## src/design/cfr_pkg.sv

```systemverilog
package cfr_pkg;

  // Image geometry.
  localparam int FACE_WIDTH   = 8192;
  localparam int FACE_LOG2    = 13;
  localparam int FACE_HALF    = FACE_WIDTH / 2;
  localparam int SOURCE_WIDTH = 16384;
  localparam int COL_W        = 13;
  localparam int SX_W         = 14;
  localparam int SY_W         = 13;
  localparam int SX_MAX       = SOURCE_WIDTH - 1;
  localparam int SY_MAX       = SOURCE_WIDTH / 2 - 1;

  // Fixed-point formats.
  localparam int Q24      = 24;
  localparam int FRAC     = 20;
  localparam int UV_SHIFT = Q24 - FACE_LOG2;
  localparam int DIFF_W   = COL_W + 2;
  localparam int XW       = 30;
  localparam int ZW       = 29;
  localparam int AW       = 32;
  localparam int PROD_W   = 41;

  localparam int CORDIC_STEPS = 27;
  localparam int STEP_W       = 5;

  // Degrees to source pixels: both axes divide by 180*2^20/(SOURCE_WIDTH/2).
  // That divisor is 2^9 * 45; the 45 is done by a reciprocal multiply.
  localparam int SCALE_SHIFT = 9;
  localparam int LW          = 20;
  localparam int RECIP_W     = 27;
  localparam int RECIP_SHIFT = 32;
  localparam int MUL_W       = LW + RECIP_W;
  localparam int QW          = 15;
  localparam logic [RECIP_W-1:0] RECIP_45 = 27'd95443718;

  localparam logic signed [XW-1:0] ONE_Q24  = 30'sd16777216;
  localparam logic signed [XW-1:0] GAIN_Q24 = 30'sd27628053;

  localparam logic signed [AW-1:0] DEG_90  = 32'sd94371840;
  localparam logic signed [AW-1:0] DEG_180 = 32'sd188743680;
  localparam logic signed [AW-1:0] DEG_360 = 32'sd377487360;
  localparam logic signed [ZW-1:0] ZDEG_90 = 29'sd94371840;

  // Face kinds.
  localparam logic [1:0] KIND_EQUATOR = 2'd0;
  localparam logic [1:0] KIND_NORTH   = 2'd1;
  localparam logic [1:0] KIND_SOUTH   = 2'd2;

  // Configuration register indexes.
  localparam int CFG_IDX_W = 2;
  localparam int CFG_W     = 9;
  localparam logic [CFG_IDX_W-1:0] CFG_FACE_KIND  = 2'd0;
  localparam logic [CFG_IDX_W-1:0] CFG_CENTER_LON = 2'd1;

  localparam logic signed [ZW-1:0] ATAN_Q20 [CORDIC_STEPS] = '{
    29'sd47185920, 29'sd27855475, 29'sd14718068, 29'sd7471121, 29'sd3750058,
    29'sd1876857, 29'sd938658, 29'sd469357, 29'sd234682, 29'sd117342,
    29'sd58671, 29'sd29335, 29'sd14668, 29'sd7334, 29'sd3667, 29'sd1833,
    29'sd917, 29'sd458, 29'sd229, 29'sd115, 29'sd57, 29'sd29, 29'sd14,
    29'sd7, 29'sd4, 29'sd2, 29'sd1
  };

  typedef struct packed {
    logic signed [XW-1:0] x;
    logic signed [XW-1:0] y;
    logic signed [ZW-1:0] z;
  } vec_t;

  // Carried alongside the first CORDIC pair.
  typedef struct packed {
    logic                 centre;
    logic                 rlt;
    logic                 dz;
    logic                 npos;
    logic                 nneg;
    logic signed [XW-1:0] yb;
  } side_a_t;

  // Carried alongside the latitude CORDIC.
  typedef struct packed {
    logic                 centre;
    logic                 rlt;
    logic signed [ZW-1:0] lon;
  } side_b_t;

  // One vectoring micro-rotation toward the x axis.
  function automatic vec_t vec_step(vec_t a, logic [STEP_W-1:0] k);
    vec_t r;
    logic signed [XW-1:0] xs;
    logic signed [XW-1:0] ys;
    xs = a.x >>> k;
    ys = a.y >>> k;
    r  = a;
    if (!a.y[XW-1]) begin
      r.x = a.x + ys;
      r.y = a.y - xs;
      r.z = a.z + ATAN_Q20[k];
    end else begin
      r.x = a.x - ys;
      r.y = a.y + xs;
      r.z = a.z - ATAN_Q20[k];
    end
    return r;
  endfunction

endpackage

```

## src/design/cfr_prep.sv

```systemverilog
module cfr_prep
  import cfr_pkg::*;
(
  input  logic             clk,
  input  logic             rst_n,
  input  logic             adv,
  input  logic             in_valid,
  input  logic [COL_W-1:0] in_column,
  input  logic [COL_W-1:0] in_row,
  input  logic [1:0]       face_kind,
  output logic             vld_r,
  output vec_t             a_r,
  output vec_t             b_r,
  output side_a_t          side_r
);

  logic signed [DIFF_W-1:0] cdiff;
  logic signed [DIFF_W-1:0] rdiff;
  logic signed [XW-1:0]     u;
  logic signed [XW-1:0]     v;
  logic signed [XW-1:0]     au;
  logic signed [XW-1:0]     av;
  logic signed [XW-1:0]     xp;
  logic signed [XW-1:0]     d;
  logic signed [XW-1:0]     n;
  logic signed [XW-1:0]     dd;
  logic signed [PROD_W-1:0] prod;
  logic                     polar;
  logic                     north;
  logic                     rlt;
  logic                     rle;
  vec_t                     a_nxt;
  vec_t                     b_nxt;
  side_a_t                  side_nxt;

  always_comb begin
    cdiff = $signed({1'b0, in_column, 1'b0}) - $signed(DIFF_W'(FACE_WIDTH));
    rdiff = $signed({1'b0, in_row, 1'b0}) - $signed(DIFF_W'(FACE_WIDTH));
    u     = XW'(cdiff) <<< UV_SHIFT;
    v     = XW'(rdiff) <<< UV_SHIFT;
    au    = u[XW-1] ? -u : u;
    av    = v[XW-1] ? -v : v;
    polar = (face_kind == KIND_NORTH) || (face_kind == KIND_SOUTH);
    north = (face_kind == KIND_NORTH);
    rlt   = in_row < COL_W'(FACE_HALF);
    rle   = in_row <= COL_W'(FACE_HALF);

    // Polar longitude is atan(x'/d) with d made non-negative first.
    xp = (north ? rle : rlt) ? -u : u;
    d  = north ? -v : v;
    n  = d[XW-1] ? -xp : xp;
    dd = d[XW-1] ? -d : d;

    prod = PROD_W'(rdiff) * PROD_W'(GAIN_Q24);

    if (polar) begin
      a_nxt       = '{x: au, y: av, z: '0};
      side_nxt.yb = GAIN_Q24;
    end else begin
      a_nxt       = '{x: ONE_Q24, y: u, z: '0};
      side_nxt.yb = XW'(prod >>> (Q24 - UV_SHIFT));
    end
    b_nxt           = '{x: dd, y: n, z: '0};
    side_nxt.centre = (in_column == COL_W'(FACE_HALF)) && (in_row == COL_W'(FACE_HALF));
    side_nxt.rlt    = rlt;
    side_nxt.dz     = (dd == '0);
    side_nxt.npos   = !n[XW-1] && (n != '0);
    side_nxt.nneg   = n[XW-1];
  end

  always_ff @(posedge clk) begin
    if (!rst_n) begin
      vld_r <= 1'b0;
    end else if (adv) begin
      vld_r <= in_valid;
    end
  end

  always_ff @(posedge clk) begin
    if (adv) begin
      a_r    <= a_nxt;
      b_r    <= b_nxt;
      side_r <= side_nxt;
    end
  end

endmodule

```

## config.mk

```make
export PLATFORM = sky130hd
export DESIGN_NAME = cfr_prep
export DESIGN_NICKNAME = d
export VERILOG_FILES = /design/src/design/cfr_pkg.sv /design/src/design/cfr_prep.sv
export SDC_FILE = /design/constraint.sdc
export NUM_CORES = 1
export LEC_CHECK = 0
export ABC_AREA = 0
export BUFFER_PORTS_ARGS = -buffer_cell sky130_fd_sc_hd__buf_2
export CORE_MARGIN = 2
export CORE_UTILIZATION = 55
export CTS_BUF_LIST = sky130_fd_sc_hd__clkbuf_4
export CTS_CLUSTER_SIZE = 20
export DETAILED_ROUTE_END_ITERATION = 8
export PLACE_DENSITY = 0.83
export SLEW_MARGIN = 10
export SYNTH_ARGS = -nofsm -noshare
export SYNTH_HDL_FRONTEND = slang
export SYNTH_SLANG_ARGS = --single-unit
```

## constraint.sdc

```tcl
create_clock -name clk -period 18.05 [get_ports clk]
set_input_delay 0.9025 -clock clk [delete_from_list [all_inputs] [get_ports clk]]
set_output_delay 0.9025 -clock clk [all_outputs]
set_load 0.01 [all_outputs]
```

==> impl_metrics.csv <==
group,metric,value,unit
pwr,peakVddDrop,0.00009622,V
clocking,cts_setup_buffers,0,
global_route,track_usage,0.2305,
global_route,use_met2,0.3885,
pwr,p_comb_frac,0.658,
final_layout,nets,1567,
yosys,yosysTopAreaCell,"edfxtp_1",
yosys,yosysSeqAreaShare,0.2707,
sta,finalCritPeriodShare,0.3558,
drt,via_per_inst,5.382,
global_route,gr-usage-met1,0.3038,
floorplan,initial_utilization,0.5558,
placed_design,gp_congestion,0.9391,
floorplan,die_w,149.3,um
yosys,synth_top_flop_cell,"edfxtp_1",
yosys,ys_ff_latch,105,
yosys,synth_area_leaders,"edfxtp_1 (27%), ha_1 (19%), fa_1 (13%)",
clocking,cts_resized,0,
global_route,grt_pass1_vias,7997,
pwr,switching_power,0.0006423,W
global_route,grt_pass1_wl,40180,um
sta,rsz0062_at_grt,"no",
setup_path,endpoint_kind,"flip-flop",
setup_path,critPathArrivalTime,6.70,ns
pwr,power.internal,0.0007989,W
drt,drc,0,
final_layout,postLayoutCoreUtil,0.5902,
clocking,clock_path_buffers,2,
global_route,grt_max_degree,72,
job,max_cap_violations,0,
global_route,antenna_found_initial,2,
yosys,synth_top_area_frac,0.2690,
clocking,path_clk_slew,0.16,ns
yosys,synth_edf_count,104,
yosys,synthSimpleGateAreaFrac,0.09915,
pwr,powerDensity,116.9,nW/um^2
floorplan,core_area,20890,um^2
sta,slew_headroom,0.4052,
setup_path,critical_path_class,"input port to flip-flop",
drt,drtIter0Drc,449,
sta,skew,0,ns
global_route,use_met3,0.03761,
drt,ant_nets,0,
final_layout,instances_no_fill,1561,
yosys,synthTopCellsByCount,"ha_1 (179), inv_1 (172), buf_4 (109)",
clocking,cts_tree,"done",
drt,routedWlPerCell,16.42,um
yosys,synth-xor-area-share,0.05884,
floorplan,io_pins,246,
clocking,clock_latency,0.49,ns
yosys,syn_area,11610,um^2
drt,vias,8402,
placed_design,port-buffer-count,139,
placed_design,dp_slack,11.14,ns
sta,drv_slew,0,
pwr,clkPwrFrac,0.094,
floorplan,rows,53,
yosys,synth_compound_area_frac,0.09182,
sta,fmax,155.7,MHz
yosys,async_flop_share,0,
yosys,synth_fa_ha_area_frac,0.3257,
clocking,clock-sinks,105,
sta,setup-tns-final,0,ns
floorplan,die_h,149.3,um
global_route,gr-total-overflow,0,
sta,hold_ws,0.5356,ns
sta,hold_viol,0,
outcome,status,"complete, no violations",
yosys,synth.area.mux_share,0.01681,
setup_path,critPathLaunchType,"input port",
pwr,sw_frac_of_total,0.4457,
global_route,grt-busiest-layer,"met2",
yosys,synth_top_family_by_area,"adder cells",
setup_path,critPathMaxFanout,23,
setup_path,required,18.32,ns
clocking,holdBufCountCts,0,
final_layout,drive_gt1_frac,0.1449,
pwr,p_leak,5.999,nW
final_layout,syn_to_final_growth,6.186,%
yosys,netlist_instances,1153,
sta,setup_violations,0,
sta,finalWorstPathRequiredPeriod,6.422,ns
pwr,p_seq_frac,0.248,
drt,routed_wirelength,25630,um
yosys,postSynthAreaPerCell,10.07,um^2
min_path,hold_path.class,"flip-flop to flip-flop",
floorplan,dieArea,22290,um^2
drt,drt_first_pass_iters,5,
sta,setup_ws,11.63,ns
clocking,cts_buffers,9,
clocking,cts-root-buf,"clkbuf_4",
sta,worstMarginPinSlew,0.8923,ns
clocking,ctsHtreeMaxLevel,3,
yosys,synth_most_common_cell,"ha_1",
placed_design,dpl.hpwl,20210,um
final_layout,fillers,1762,
placed_design,dp_cells,1543,
yosys,yosysUniqueCellTypes,70,
yosys,yosys_warnings,0,
-- critical path, stage by stage --
cell and delay (ns):
buf_2 0.39, inv_1 0.28, ha_1 0.33, ha_1 0.31
inv_1 0.06, fa_1 0.54, inv_1 0.06, fa_1 0.54
inv_1 0.06, fa_1 0.52, inv_1 0.04, ha_1 0.29
ha_1 0.37, a21o_1 0.18, a21oi_1 0.18, o22a_1 0.17
o21ai_0 0.13, or3_1 0.49, a221oi_1 0.43, nor2b_1 0.10
o311a_1 0.30
-- cell families (layout without fill, tap and decap cells) --
group,Yosys count,in the layout
buf+inv,311,332
fa+ha+maj,256,256
simple gates,213,213
compound gates,171,171
flops,105,105
xor+xnor,78,78
mux,18,18
other cells,1,113
-- final timing paths --
path / slack, ns / from / endpoint / cells after the start
max reg2reg: 17.45 / vld_r / vld_r / 2
max: 11.63 / in_row[12] / side_r[25] / 21
min reg2reg: 0.54 / vld_r / vld_r / 2
min: 0.54 / vld_r / vld_r / 2
-- layout make-up --
class	instances	area (um^2)	share of cell area
Antenna cell	2	5.005	0.0004060
Clock buffer	10	75.07	0.006090
Clock inverter	6	83.83	0.006800
Inverter	172	645.6	0.05237
Multi-Input combinational cell	847	7296	0.5918
Sequential cell	105	3143	0.2549
Tap cell	275	344.1	0.02791
Timing Repair Buffer	144	735.7	0.05968
-- stage by stage --
stage               area, um^2  total power (W)
global route             12330         0.001586
CTS                      12320         0.001449
global placement         12160         0.001276
floorplan                12020         0.001087
finish                   12330         0.001441
detailed placement       12160         0.001297
-- placed cells by master (no fill, tap or decap), types with 9 or more instances in the layout --
| cell type | count |
|---|---|
| ha_1 | 178 |
| inv_1 | 172 |
| buf_2 | 138 |
| conb_1 | 111 |
| edfxtp_1 | 104 |
| fa_1 | 77 |
| a21oi_1 | 62 |
| xnor2_1 | 58 |
| nor2_1 | 52 |
| nand2_1 | 42 |
| o21ai_0 | 34 |
| xor2_1 | 20 |
| nand3_1 | 15 |
| nor3_1 | 14 |
| and2_1 | 13 |
| a31oi_1 | 13 |
| a21o_1 | 11 |
| and3_1 | 10 |
| or3_1 | 10 |
| clkbuf_4 | 10 |
| mux2_2 | 9 |
| nor2b_1 | 9 |
-- metal layers --
metal | up-vias | routed length [um]
met1 | 4021 | 10610
met5 | - | 0
met4 | 0 | 617
li1 | 3947 | -
met2 | 392 | 12380
met3 | 42 | 2027
-- power groups by stage --
stage / clock network, W / registers [W] / logic, W
floorplan: 0 / 0.000393 / 0.000695
detailed placement: 0 / 0.000363 / 0.000934
CTS: 0.000142 / 0.000358 / 0.000949
global route: 0.000149 / 0.000363 / 0.00107
finish: 0.000136 / 0.000358 / 0.000948
global placement: 0 / 0.000364 / 0.000912
-- sequential cells by signal, indices dropped and copies added, names as in the netlist --
name,cells
vld_r,1
a_r,36
b_r,36
side_r,32
Power figures use the tool's default switching activity.
