## src/design/cfr_pkg.sv

```systemverilog
package cfr_pkg;

  // Image geometry.
  localparam int FACE_WIDTH   = 8192;
  localparam int FACE_LOG2    = 13;
  localparam int FACE_HALF    = FACE_WIDTH / 2;
  localparam int SOURCE_WIDTH = 16384;
  localparam int COL_W        = 13;
  localparam int SX_W         = 14;
  localparam int SY_W         = 13;
  localparam int SX_MAX       = SOURCE_WIDTH - 1;
  localparam int SY_MAX       = SOURCE_WIDTH / 2 - 1;

  // Fixed-point formats.
  localparam int Q24      = 24;
  localparam int FRAC     = 20;
  localparam int UV_SHIFT = Q24 - FACE_LOG2;
  localparam int DIFF_W   = COL_W + 2;
  localparam int XW       = 30;
  localparam int ZW       = 29;
  localparam int AW       = 32;
  localparam int PROD_W   = 41;

  localparam int CORDIC_STEPS = 27;
  localparam int STEP_W       = 5;

  // Degrees to source pixels: both axes divide by 180*2^20/(SOURCE_WIDTH/2).
  // That divisor is 2^9 * 45; the 45 is done by a reciprocal multiply.
  localparam int SCALE_SHIFT = 9;
  localparam int LW          = 20;
  localparam int RECIP_W     = 27;
  localparam int RECIP_SHIFT = 32;
  localparam int MUL_W       = LW + RECIP_W;
  localparam int QW          = 15;
  localparam logic [RECIP_W-1:0] RECIP_45 = 27'd95443718;

  localparam logic signed [XW-1:0] ONE_Q24  = 30'sd16777216;
  localparam logic signed [XW-1:0] GAIN_Q24 = 30'sd27628053;

  localparam logic signed [AW-1:0] DEG_90  = 32'sd94371840;
  localparam logic signed [AW-1:0] DEG_180 = 32'sd188743680;
  localparam logic signed [AW-1:0] DEG_360 = 32'sd377487360;
  localparam logic signed [ZW-1:0] ZDEG_90 = 29'sd94371840;

  // Face kinds.
  localparam logic [1:0] KIND_EQUATOR = 2'd0;
  localparam logic [1:0] KIND_NORTH   = 2'd1;
  localparam logic [1:0] KIND_SOUTH   = 2'd2;

  // Configuration register indexes.
  localparam int CFG_IDX_W = 2;
  localparam int CFG_W     = 9;
  localparam logic [CFG_IDX_W-1:0] CFG_FACE_KIND  = 2'd0;
  localparam logic [CFG_IDX_W-1:0] CFG_CENTER_LON = 2'd1;

  localparam logic signed [ZW-1:0] ATAN_Q20 [CORDIC_STEPS] = '{
    29'sd47185920, 29'sd27855475, 29'sd14718068, 29'sd7471121, 29'sd3750058,
    29'sd1876857, 29'sd938658, 29'sd469357, 29'sd234682, 29'sd117342,
    29'sd58671, 29'sd29335, 29'sd14668, 29'sd7334, 29'sd3667, 29'sd1833,
    29'sd917, 29'sd458, 29'sd229, 29'sd115, 29'sd57, 29'sd29, 29'sd14,
    29'sd7, 29'sd4, 29'sd2, 29'sd1
  };

  typedef struct packed {
    logic signed [XW-1:0] x;
    logic signed [XW-1:0] y;
    logic signed [ZW-1:0] z;
  } vec_t;

  // Carried alongside the first CORDIC pair.
  typedef struct packed {
    logic                 centre;
    logic                 rlt;
    logic                 dz;
    logic                 npos;
    logic                 nneg;
    logic signed [XW-1:0] yb;
  } side_a_t;

  // Carried alongside the latitude CORDIC.
  typedef struct packed {
    logic                 centre;
    logic                 rlt;
    logic signed [ZW-1:0] lon;
  } side_b_t;

  // One vectoring micro-rotation toward the x axis.
  function automatic vec_t vec_step(vec_t a, logic [STEP_W-1:0] k);
    vec_t r;
    logic signed [XW-1:0] xs;
    logic signed [XW-1:0] ys;
    xs = a.x >>> k;
    ys = a.y >>> k;
    r  = a;
    if (!a.y[XW-1]) begin
      r.x = a.x + ys;
      r.y = a.y - xs;
      r.z = a.z + ATAN_Q20[k];
    end else begin
      r.x = a.x - ys;
      r.y = a.y + xs;
      r.z = a.z - ATAN_Q20[k];
    end
    return r;
  endfunction

endpackage

```

## src/design/cfr_post.sv

```systemverilog
module cfr_post
  import cfr_pkg::*;
(
  input  logic                    clk,
  input  logic                    rst_n,
  input  logic                    adv,
  input  logic                    in_vld,
  input  vec_t                    in_a,
  input  side_b_t                 in_side,
  input  logic [1:0]              face_kind,
  input  logic signed [CFG_W-1:0] center_lon,
  output logic                    out_valid,
  output logic [SX_W-1:0]         out_src_x,
  output logic [SY_W-1:0]         out_src_y
);

  logic [3:0]              vld_r;
  logic                    out_valid_r;
  logic signed [AW-1:0]    lat1_r, lon1_r, lat2_r, lon2_r;
  logic signed [AW-1:0]    lat1_nxt, lon1_nxt, lat2_nxt, lon2_nxt;
  logic signed [AW-1:0]    ysum, xsum;
  logic [LW-1:0]           ly_r, lx_r, ly_nxt, lx_nxt;
  logic [MUL_W-1:0]        py_r, px_r;
  logic [QW-1:0]           qy, qx;
  logic [SX_W-1:0]         sx_r, sx_nxt;
  logic [SY_W-1:0]         sy_r, sy_nxt;
  logic signed [AW-1:0]    latz, lonz, clon;
  logic                    polar;
  logic                    north;

  always_comb begin
    polar = (face_kind == KIND_NORTH) || (face_kind == KIND_SOUTH);
    north = (face_kind == KIND_NORTH);
    latz  = AW'(in_a.z);
    lonz  = AW'(in_side.lon);
    clon  = AW'(center_lon) <<< FRAC;

    // Stage 1: pick latitude and longitude per face kind, add the offset.
    if (in_side.centre) begin
      lat1_nxt = polar ? (north ? DEG_90 : -DEG_90) : '0;
      lon1_nxt = clon;
    end else begin
      lat1_nxt = (polar && !north) ? -latz : latz;
      lon1_nxt = ((polar && in_side.rlt) ? (DEG_180 - lonz) : lonz) + clon;
    end

    // Stage 2: fold back into range once.
    if (lat1_r > DEG_90) begin
      lat2_nxt = DEG_180 - lat1_r;
    end else if (lat1_r < -DEG_90) begin
      lat2_nxt = -DEG_180 - lat1_r;
    end else begin
      lat2_nxt = lat1_r;
    end
    if (lon1_r > DEG_180) begin
      lon2_nxt = lon1_r - DEG_360;
    end else if (lon1_r < -DEG_180) begin
      lon2_nxt = lon1_r + DEG_360;
    end else begin
      lon2_nxt = lon1_r;
    end

    // Stage 3: shift to a non-negative offset and drop the power-of-two part.
    ysum   = lat2_r + DEG_90;
    xsum   = lon2_r + DEG_180;
    ly_nxt = ysum[AW-1] ? '0 : ysum[SCALE_SHIFT +: LW];
    lx_nxt = xsum[AW-1] ? '0 : xsum[SCALE_SHIFT +: LW];

    // Output stage: quotient by 45, saturated to the image edge.
    qy     = py_r[RECIP_SHIFT +: QW];
    qx     = px_r[RECIP_SHIFT +: QW];
    sy_nxt = (qy > QW'(SY_MAX)) ? SY_W'(SY_MAX) : qy[SY_W-1:0];
    sx_nxt = (qx > QW'(SX_MAX)) ? SX_W'(SX_MAX) : qx[SX_W-1:0];
  end

  always_ff @(posedge clk) begin
    if (!rst_n) begin
      vld_r       <= '0;
      out_valid_r <= 1'b0;
    end else if (adv) begin
      vld_r       <= {vld_r[2:0], in_vld};
      out_valid_r <= vld_r[3];
    end
  end

  always_ff @(posedge clk) begin
    if (adv) begin
      lat1_r <= lat1_nxt;
      lon1_r <= lon1_nxt;
      lat2_r <= lat2_nxt;
      lon2_r <= lon2_nxt;
      ly_r   <= ly_nxt;
      lx_r   <= lx_nxt;
      py_r   <= MUL_W'(ly_r) * MUL_W'(RECIP_45);
      px_r   <= MUL_W'(lx_r) * MUL_W'(RECIP_45);
      sy_r   <= sy_nxt;
      sx_r   <= sx_nxt;
    end
  end

  assign out_valid = out_valid_r;
  assign out_src_x = sx_r;
  assign out_src_y = sy_r;

endmodule

```

## config.mk

```make
export PLATFORM = sky130hd
export DESIGN_NAME = cfr_post
export DESIGN_NICKNAME = d
export VERILOG_FILES = /design/src/design/cfr_pkg.sv /design/src/design/cfr_post.sv
export SDC_FILE = /design/constraint.sdc
export NUM_CORES = 1
export LEC_CHECK = 0
export BUFFER_PORTS_ARGS = -buffer_cell sky130_fd_sc_hd__buf_2
export CORE_MARGIN = 3
export CORE_UTILIZATION = 47
export DETAILED_ROUTE_END_ITERATION = 8
export PLACE_DENSITY_LB_ADDON = 0.3
export SYNTH_ARGS = -nofsm -noshare
export SYNTH_HDL_FRONTEND = slang
export SYNTH_SLANG_ARGS = --single-unit
```

## constraint.sdc

```tcl
create_clock -name clk -period 9.63 [get_ports clk]
set_input_delay 1.4445 -clock clk [delete_from_list [all_inputs] [get_ports clk]]
set_output_delay 1.4445 -clock clk [all_outputs]
set_load 0.01 [all_outputs]
```

==> reports/qor.csv, run 1 <==
metric,value,unit
run status,"complete, no violations",
Layout Nets,3066,
Routed Antenna Nets,0,
Post-Synthesis Cells,2191,
dpl cell area,24700,um2
CTS-repair resized insts,0,
number of global-route vias before repair,15700,
number of synthesis warnings,0,
register-to-register path setup slack,2480,ps
number of antenna repair diodes,0,
latest clock arrival within the worst-skew pair,540,ps
number of nets produced by synthesis,2974,
count of endpoints failing setup in the final report,0,
aggregate global-route resource usage,0.180,
vias per cell,5.20,
largest fanout on the critical path,5,
total die area,52600,um2
CTS root buf,sky130_fd_sc_hd__clkbuf_16,
fraction of the cycle the final worst path needs,0.742,
I/O pins,163,
initial cell density of the core,0.477,
Final Max Tran Viols,0,
Final Wtd Congestion,0.903,
"Avg Cell Area, Syn",10.7,um2
horizontal extent of the die,229,um
CTS H-tree depth,1,
worst clock skew on the final layout,9.73,ps
total non-filler cell area in the finished layout,25500,um2
worst min-delay path class,flop to flop,
count of final hold-check violations,0,
total standard cell area after synthesis,23500,um2
top area cells in the synthesized netlist,"sky130_fd_sc_hd__edfxtp_1, sky130_fd_sc_hd__ha_1, sky130_fd_sc_hd__fa_1",
clock buffers created by TritonCTS,25,
TritonRoute pass-1 iters,5,
DRC,0,
final-layout setup total negative slack,0,ps
flip-flop and latch count after synthesis,212,
antenna violations before repair,0,
distinct cell type count after synthesis,65,
clk sink count,212,
data arrival time of the worst path,7430,ps
share of async-settable or async-resettable flops after synthesis,0,
count of hold buffers inserted by post-cts repair,0,
Die Ht,229,um
worst endpoint required time,9910,ps
Setup Buffers After CTS,0,
cell family contributing the most delay on the critical path,adder cells,
Post-Route WL,46.5,mm
fillcell total,4400,
Avg WL per Cell,15.7,um
Overflow after GRT,0,
Slowest cell on crit path,sky130_fd_sc_hd__a2111oi_0,
worst-margin pin slew,1230,ps
proportion of layout cells with a drive suffix above 1,0.0735,
number of violations of the max-capacitance limit,0,
deepest clock path buffer count,3,
largest incremental delay on the critical path,1030,ps
total number of placement rows,81,
Synth Flop Type,sky130_fd_sc_hd__edfxtp_1,
CTS tree,yes,
sequential area share after synthesis,0.269,
most used cells in the layout excluding fill and tap cells,"sky130_fd_sc_hd__ha_1, sky130_fd_sc_hd__inv_1, sky130_fd_sc_hd__fa_1, sky130_fd_sc_hd__edfxtp_1, sky130_fd_sc_hd__a21oi_1",
"commonest non-fill, non-tap cell in the layout",sky130_fd_sc_hd__ha_1,
combined buffer and inverter count along the critical path,4,
startpoint class of the critical path,flop,
final period demand of the worst path,7150,ps
RSZ-0062 raised after global routing,false,
Finished Core Util,0.518,
relative slew slack,0.157,
number of synthesized flops with an enable pin,207,
area delta synth->final,8.65,%
clock transition at the registers of the reported paths,60,ps
Buffers on Ports,102,
library cell occupying the most area in the post-synthesis netlist,sky130_fd_sc_hd__edfxtp_1,
pin count of the biggest net entering global routing,132,
nature of the critical path endpoint,flop,
critical-path cell list,ha_1 > inv_1 > fa_1 > fa_1 > inv_1 > ha_1 > inv_1 > fa_1 > fa_1 > inv_1 > ha_1 > ha_1 > a21o_1 > a2111oi_0 > o2111ai_1 > a31oi_1 > o21bai_1 > a311oi_1 > xnor2_1,
count of vias placed by the detailed router,15400,
first-pass GRT wire length,78.0,mm
maximum operating frequency,140,MHz
startpoint-to-endpoint class of the critical path,flop to flop,
HPWL after DPL,39.9,mm
Hold WS,451,ps
initial detailed-routing violation count,736,
share of Yosys cell area claimed by the top area cell type,0.265,
core region area,49200,um2
## Yosys cell counts (6+ instances only)
cell / count
sky130_fd_sc_hd__ha_1: 416
sky130_fd_sc_hd__inv_1: 376
sky130_fd_sc_hd__fa_1: 232
sky130_fd_sc_hd__edfxtp_1: 207
sky130_fd_sc_hd__a21oi_1: 114
sky130_fd_sc_hd__nor2_1: 94
sky130_fd_sc_hd__xnor2_1: 78
sky130_fd_sc_hd__nand2_1: 75
sky130_fd_sc_hd__o21ai_0: 74
sky130_fd_sc_hd__xor2_1: 71
sky130_fd_sc_hd__a21o_1: 61
sky130_fd_sc_hd__and2_1: 34
sky130_fd_sc_hd__clkbuf_1: 33
sky130_fd_sc_hd__nand3_1: 31
sky130_fd_sc_hd__nor3_1: 26
sky130_fd_sc_hd__or3_1: 23
sky130_fd_sc_hd__or2_2: 20
sky130_fd_sc_hd__nor2b_1: 19
sky130_fd_sc_hd__nor4_1: 19
sky130_fd_sc_hd__nand4_1: 15
sky130_fd_sc_hd__and3_1: 14
sky130_fd_sc_hd__o31ai_1: 13
sky130_fd_sc_hd__nand2b_1: 12
sky130_fd_sc_hd__o211ai_1: 10
sky130_fd_sc_hd__a31oi_1: 9
sky130_fd_sc_hd__o21bai_1: 8
sky130_fd_sc_hd__or4_1: 8
sky130_fd_sc_hd__mux2i_1: 7
sky130_fd_sc_hd__o21a_1: 7
sky130_fd_sc_hd__a2111oi_0: 6
## per-layer routing
metal | routed length (um) | GRT usage
met3 | 1870 | 0.0230
met1 | 22100 | 0.257
met5 | 0 | 0
met2 | 21900 | 0.301
met4 | 634 | 0.0280
## flip-flops by register name, summed over array words and instances (netlist names)
signal,flops
out_src_y,13
vld_r,4
ly_r,20
lx_r,20
lat1_r,32
lon2_r,23
lat2_r,23
out_valid,1
py_r,15
lon1_r,32
out_src_x,14
px_r,15
## path summary, 6_finish.rpt
check             start  cells after the start          to
max reg2reg     ly_r[5]                     19    py_r[45]
max             ly_r[5]                     19    py_r[45]
min reg2reg  lon1_r[13]                      0  lon2_r[13]
min          lon1_r[13]                      0  lon2_r[13]
## logic make-up (layout without fill, tap and decap cells)
group	count (synthesis)	count (layout)	synth area share
fa+ha+maj	648	648	0.420
simple gates	402	402	0.0876
xor+xnor	149	149	0.0556
flops	212	212	0.269
buf+inv	414	523	0.0664
compound gates	356	356	0.0969
mux	10	10	0.00443
## area by class of cell
| class | instances | area (um2) | share of cell area |
|---|---|---|---|
| tap | 664 | 831 | 0.0326 |
| clock buffer | 29 | 641 | 0.0251 |
| inverter | 376 | 1410 | 0.0554 |
| sequential | 212 | 6320 | 0.248 |
| clock inverter | 15 | 175 | 0.00687 |
| multi-input combinational | 1565 | 15600 | 0.612 |
| timing repair buffer | 103 | 527 | 0.0207 |
## stage by stage
step | setup WS, ps | cells
floorplan | 3330 | 2191
global placement | 2590 | 2920
detailed placement | 2550 | 2920
CTS | 2530 | 2964
global route | 2030 | 2964
finish | 2480 | 2964
Power of run 1 is left out: the tool's default activity adds up to more than one toggle a clock period on the data nets, which glitch-free logic cannot reach.
==> run 2: changes to the inputs <==
==> constraint.sdc (replaced) <==
create_clock -name clk -period 6.3 [get_ports clk]
set_input_delay 0.945 -clock clk [delete_from_list [all_inputs] [get_ports clk]]
set_output_delay 0.945 -clock clk [all_outputs]
set_load 0.01 [all_outputs]
==> run 2 against run 1 <==
Compared with the run above:
- register-to-register slack lost 2300 ps
- critical endpoint is now px_r[45]
- die area is the same
- sequential share of layout area down 1.8 points
- non-clock buffer count is 167 higher
- clock skew down 1.9 ps
- critical path depth is 2 higher
- worst setup slack lost 2300 ps
- core utilization rose by 4.0 points
- final cell count is 5.7% higher
==> reports/qor.csv, run 2 (synthesized netlist as in run 1, its figures left out) <==
metric,value,unit,change
startpoint class of the critical path,flop,,
worst endpoint required time,6570,ps,-3340 ps
Sequential cell area,6320,um2,unchanged
latest clock arrival within the worst-skew pair,530,ps,about the same
data arrival time of the worst path,6440,ps,-990 ps
total number of placement rows,81,,unchanged
number of violations of the max-capacitance limit,0,,unchanged
critical path startpoint,lx_r[9],,
CTS tree,yes,,
Buffers on Ports,102,,unchanged
initial detailed-routing violation count,663,,-9.9%
largest registers ranked by flip-flop count,"lat1_r (32), lon1_r (32)",,
count of hold buffers inserted by post-cts repair,0,,unchanged
nature of the critical path endpoint,flop,,
antenna violations before repair,2,,+2
vias per cell,5.18,,-0.32%
Overflow after GRT,0,,unchanged
initial cell density of the core,0.477,,unchanged
number of cells in the design after placement,3072,,+5.2%
relative slew slack,0.246,,+0.0897
worst min-delay path class,flop to flop,,
worst hold start,lon1_r[15],,
TritonRoute pass-1 iters,5,,unchanged
startpoint-to-endpoint class of the critical path,flop to flop,,
maximum operating frequency,162,MHz,+16%
Post-Route WL,50.1,mm,+7.7%
final cell count without fillers,3134,,+5.7%
least setup slack across all paths after layout,139,ps,-2350 ps
proportion of layout cells with a drive suffix above 1,0.177,,+0.103
Final Max Tran Viols,0,,unchanged
most used cells in the layout excluding fill and tap cells,"sky130_fd_sc_hd__ha_1, sky130_fd_sc_hd__inv_1, sky130_fd_sc_hd__fa_1, sky130_fd_sc_hd__edfxtp_1, sky130_fd_sc_hd__buf_4",,
Layout Nets,3233,,+5.4%
M2 GR Usage,0.318,,+0.0172
Avg WL per Cell,16.0,um,+1.8%
HPWL after DPL,41.8,mm,+4.6%
clk sink count,212,,unchanged
met3 track demand over resource,0.0244,,+0.00137
endpoint of the most critical register-to-register path,px_r[45],,
worst clock skew on the final layout,7.80,ps,-1.93 ps
count of final hold-check violations,0,,unchanged
Final Wtd Congestion,0.959,,+6.3%
clock transition at the registers of the reported paths,60,ps,about the same
most used routing layer in global routing,met2,,
first-pass GRT wire length,81.9,mm,+5.0%
I/O pins,163,,unchanged
met1 usage,0.262,,+0.00478
core region area,49200,um2,unchanged
run status,"complete, no violations",,
deepest clock path buffer count,3,,unchanged
"commonest non-fill, non-tap cell in the layout",sky130_fd_sc_hd__ha_1,,
count of endpoints failing setup in the final report,0,,unchanged
fraction of the cycle the final worst path needs,0.978,,+0.236
Die Ht,229,um,unchanged
fillcell total,4176,,-5.1%
CTS H-tree depth,1,,unchanged
aggregate global-route resource usage,0.188,,+0.00768
Worst Setup EP,px_r[45],,
Routed Antenna Nets,0,,unchanged
horizontal extent of the die,229,um,unchanged
area used by multi-input combinational logic,16300,um2,+4.8%
worst-margin pin slew,1130,ps,-103 ps
area delta synth->final,17.0,%,
"worst slack, placed",-514,ps,-3070 ps
clock buffers created by TritonCTS,25,,unchanged
count of vias placed by the detailed router,16200,,+5.4%
largest fanout on the critical path,4,,-1
total die area,52600,um2,unchanged
pin count of the biggest net entering global routing,94,,-29%
final period demand of the worst path,6160,ps,-984 ps
reg2reg path depth,21,,+2
register-to-register path setup slack,140,ps,-2350 ps
DRC,0,,unchanged
CTS root buf,sky130_fd_sc_hd__clkbuf_16,,
startpoint of the worst register-to-register path,lx_r[9],,
number of global-route vias before repair,16800,,+6.6%
## run 2: cell count changes in the layout (fill, tap and decap cells not counted), sizes merged
cell	delta
buf	+167
bufinv	-2
clkbuf	+1
clkinv	+3
diode	+2
inv	-1
## run 2: layer usage
layer / wire, um / up-vias
met3: 2060 / 64
met2: 23800 / 323
met1: 23100 / 7810
li1: - / 8043
met5: 0 / -
met4: 1030 / 0
## run 2: what timing repair did
item	4_1_cts	5_1_grt
pin swaps	6	55
setup buffers	1	14
setup endpoints to repair	16	20
gates resized for setup	18	115
cloned	0	0
## run 2: worst max-delay path, cell delays in order, from the launching register on
cell	delay [ps]
sky130_fd_sc_hd__edfxtp_1	440
sky130_fd_sc_hd__buf_6	160
sky130_fd_sc_hd__ha_4	240
sky130_fd_sc_hd__fa_1	590
sky130_fd_sc_hd__ha_4	230
sky130_fd_sc_hd__fa_1	500
sky130_fd_sc_hd__inv_2	40
sky130_fd_sc_hd__fa_1	520
sky130_fd_sc_hd__inv_1	50
sky130_fd_sc_hd__fa_1	480
sky130_fd_sc_hd__fa_1	560
sky130_fd_sc_hd__ha_4	230
sky130_fd_sc_hd__a21o_1	150
sky130_fd_sc_hd__a21o_1	160
sky130_fd_sc_hd__a21oi_2	120
sky130_fd_sc_hd__o211ai_1	90
sky130_fd_sc_hd__buf_4	170
sky130_fd_sc_hd__buf_4	140
sky130_fd_sc_hd__a2111o_1	390
sky130_fd_sc_hd__a31o_4	280
sky130_fd_sc_hd__a311oi_2	280
sky130_fd_sc_hd__xnor2_1	100
## run 2: worst min-delay path by stage
stage,end,slack (ps),cells after the start
CTS,lon2_r[14],450,0
detailed placement,lon2_r[15],440,0
floorplan,lon2_r[11],430,0
finish,lon2_r[15],450,0
global route,lon2_r[14],460,0
global placement,lon2_r[14],440,0
## run 2: cell type report
cell class | count | area share
Antenna cell | 2 | 0.000182
Clock buffer | 30 | 0.0235
Clock inverter | 15 | 0.00433
Inverter | 376 | 0.0514
Multi-Input combinational cell | 1565 | 0.595
Sequential cell | 212 | 0.230
Tap cell | 664 | 0.0303
Timing Repair Buffer | 270 | 0.0655
## run 2: through the flow
stage	instance area [um2]	hold slack [ps]	TNS (ps)	util
after global routing	27500	456	-231	0.559
after detailed placement	25800	436	-4640	0.525
after floorplan	23500	427	0	-
final	27500	451	0	0.559
after CTS	26700	452	0	0.542
after global placement	25800	436	-4630	0.525
Power of run 2 is left out for the same reason.
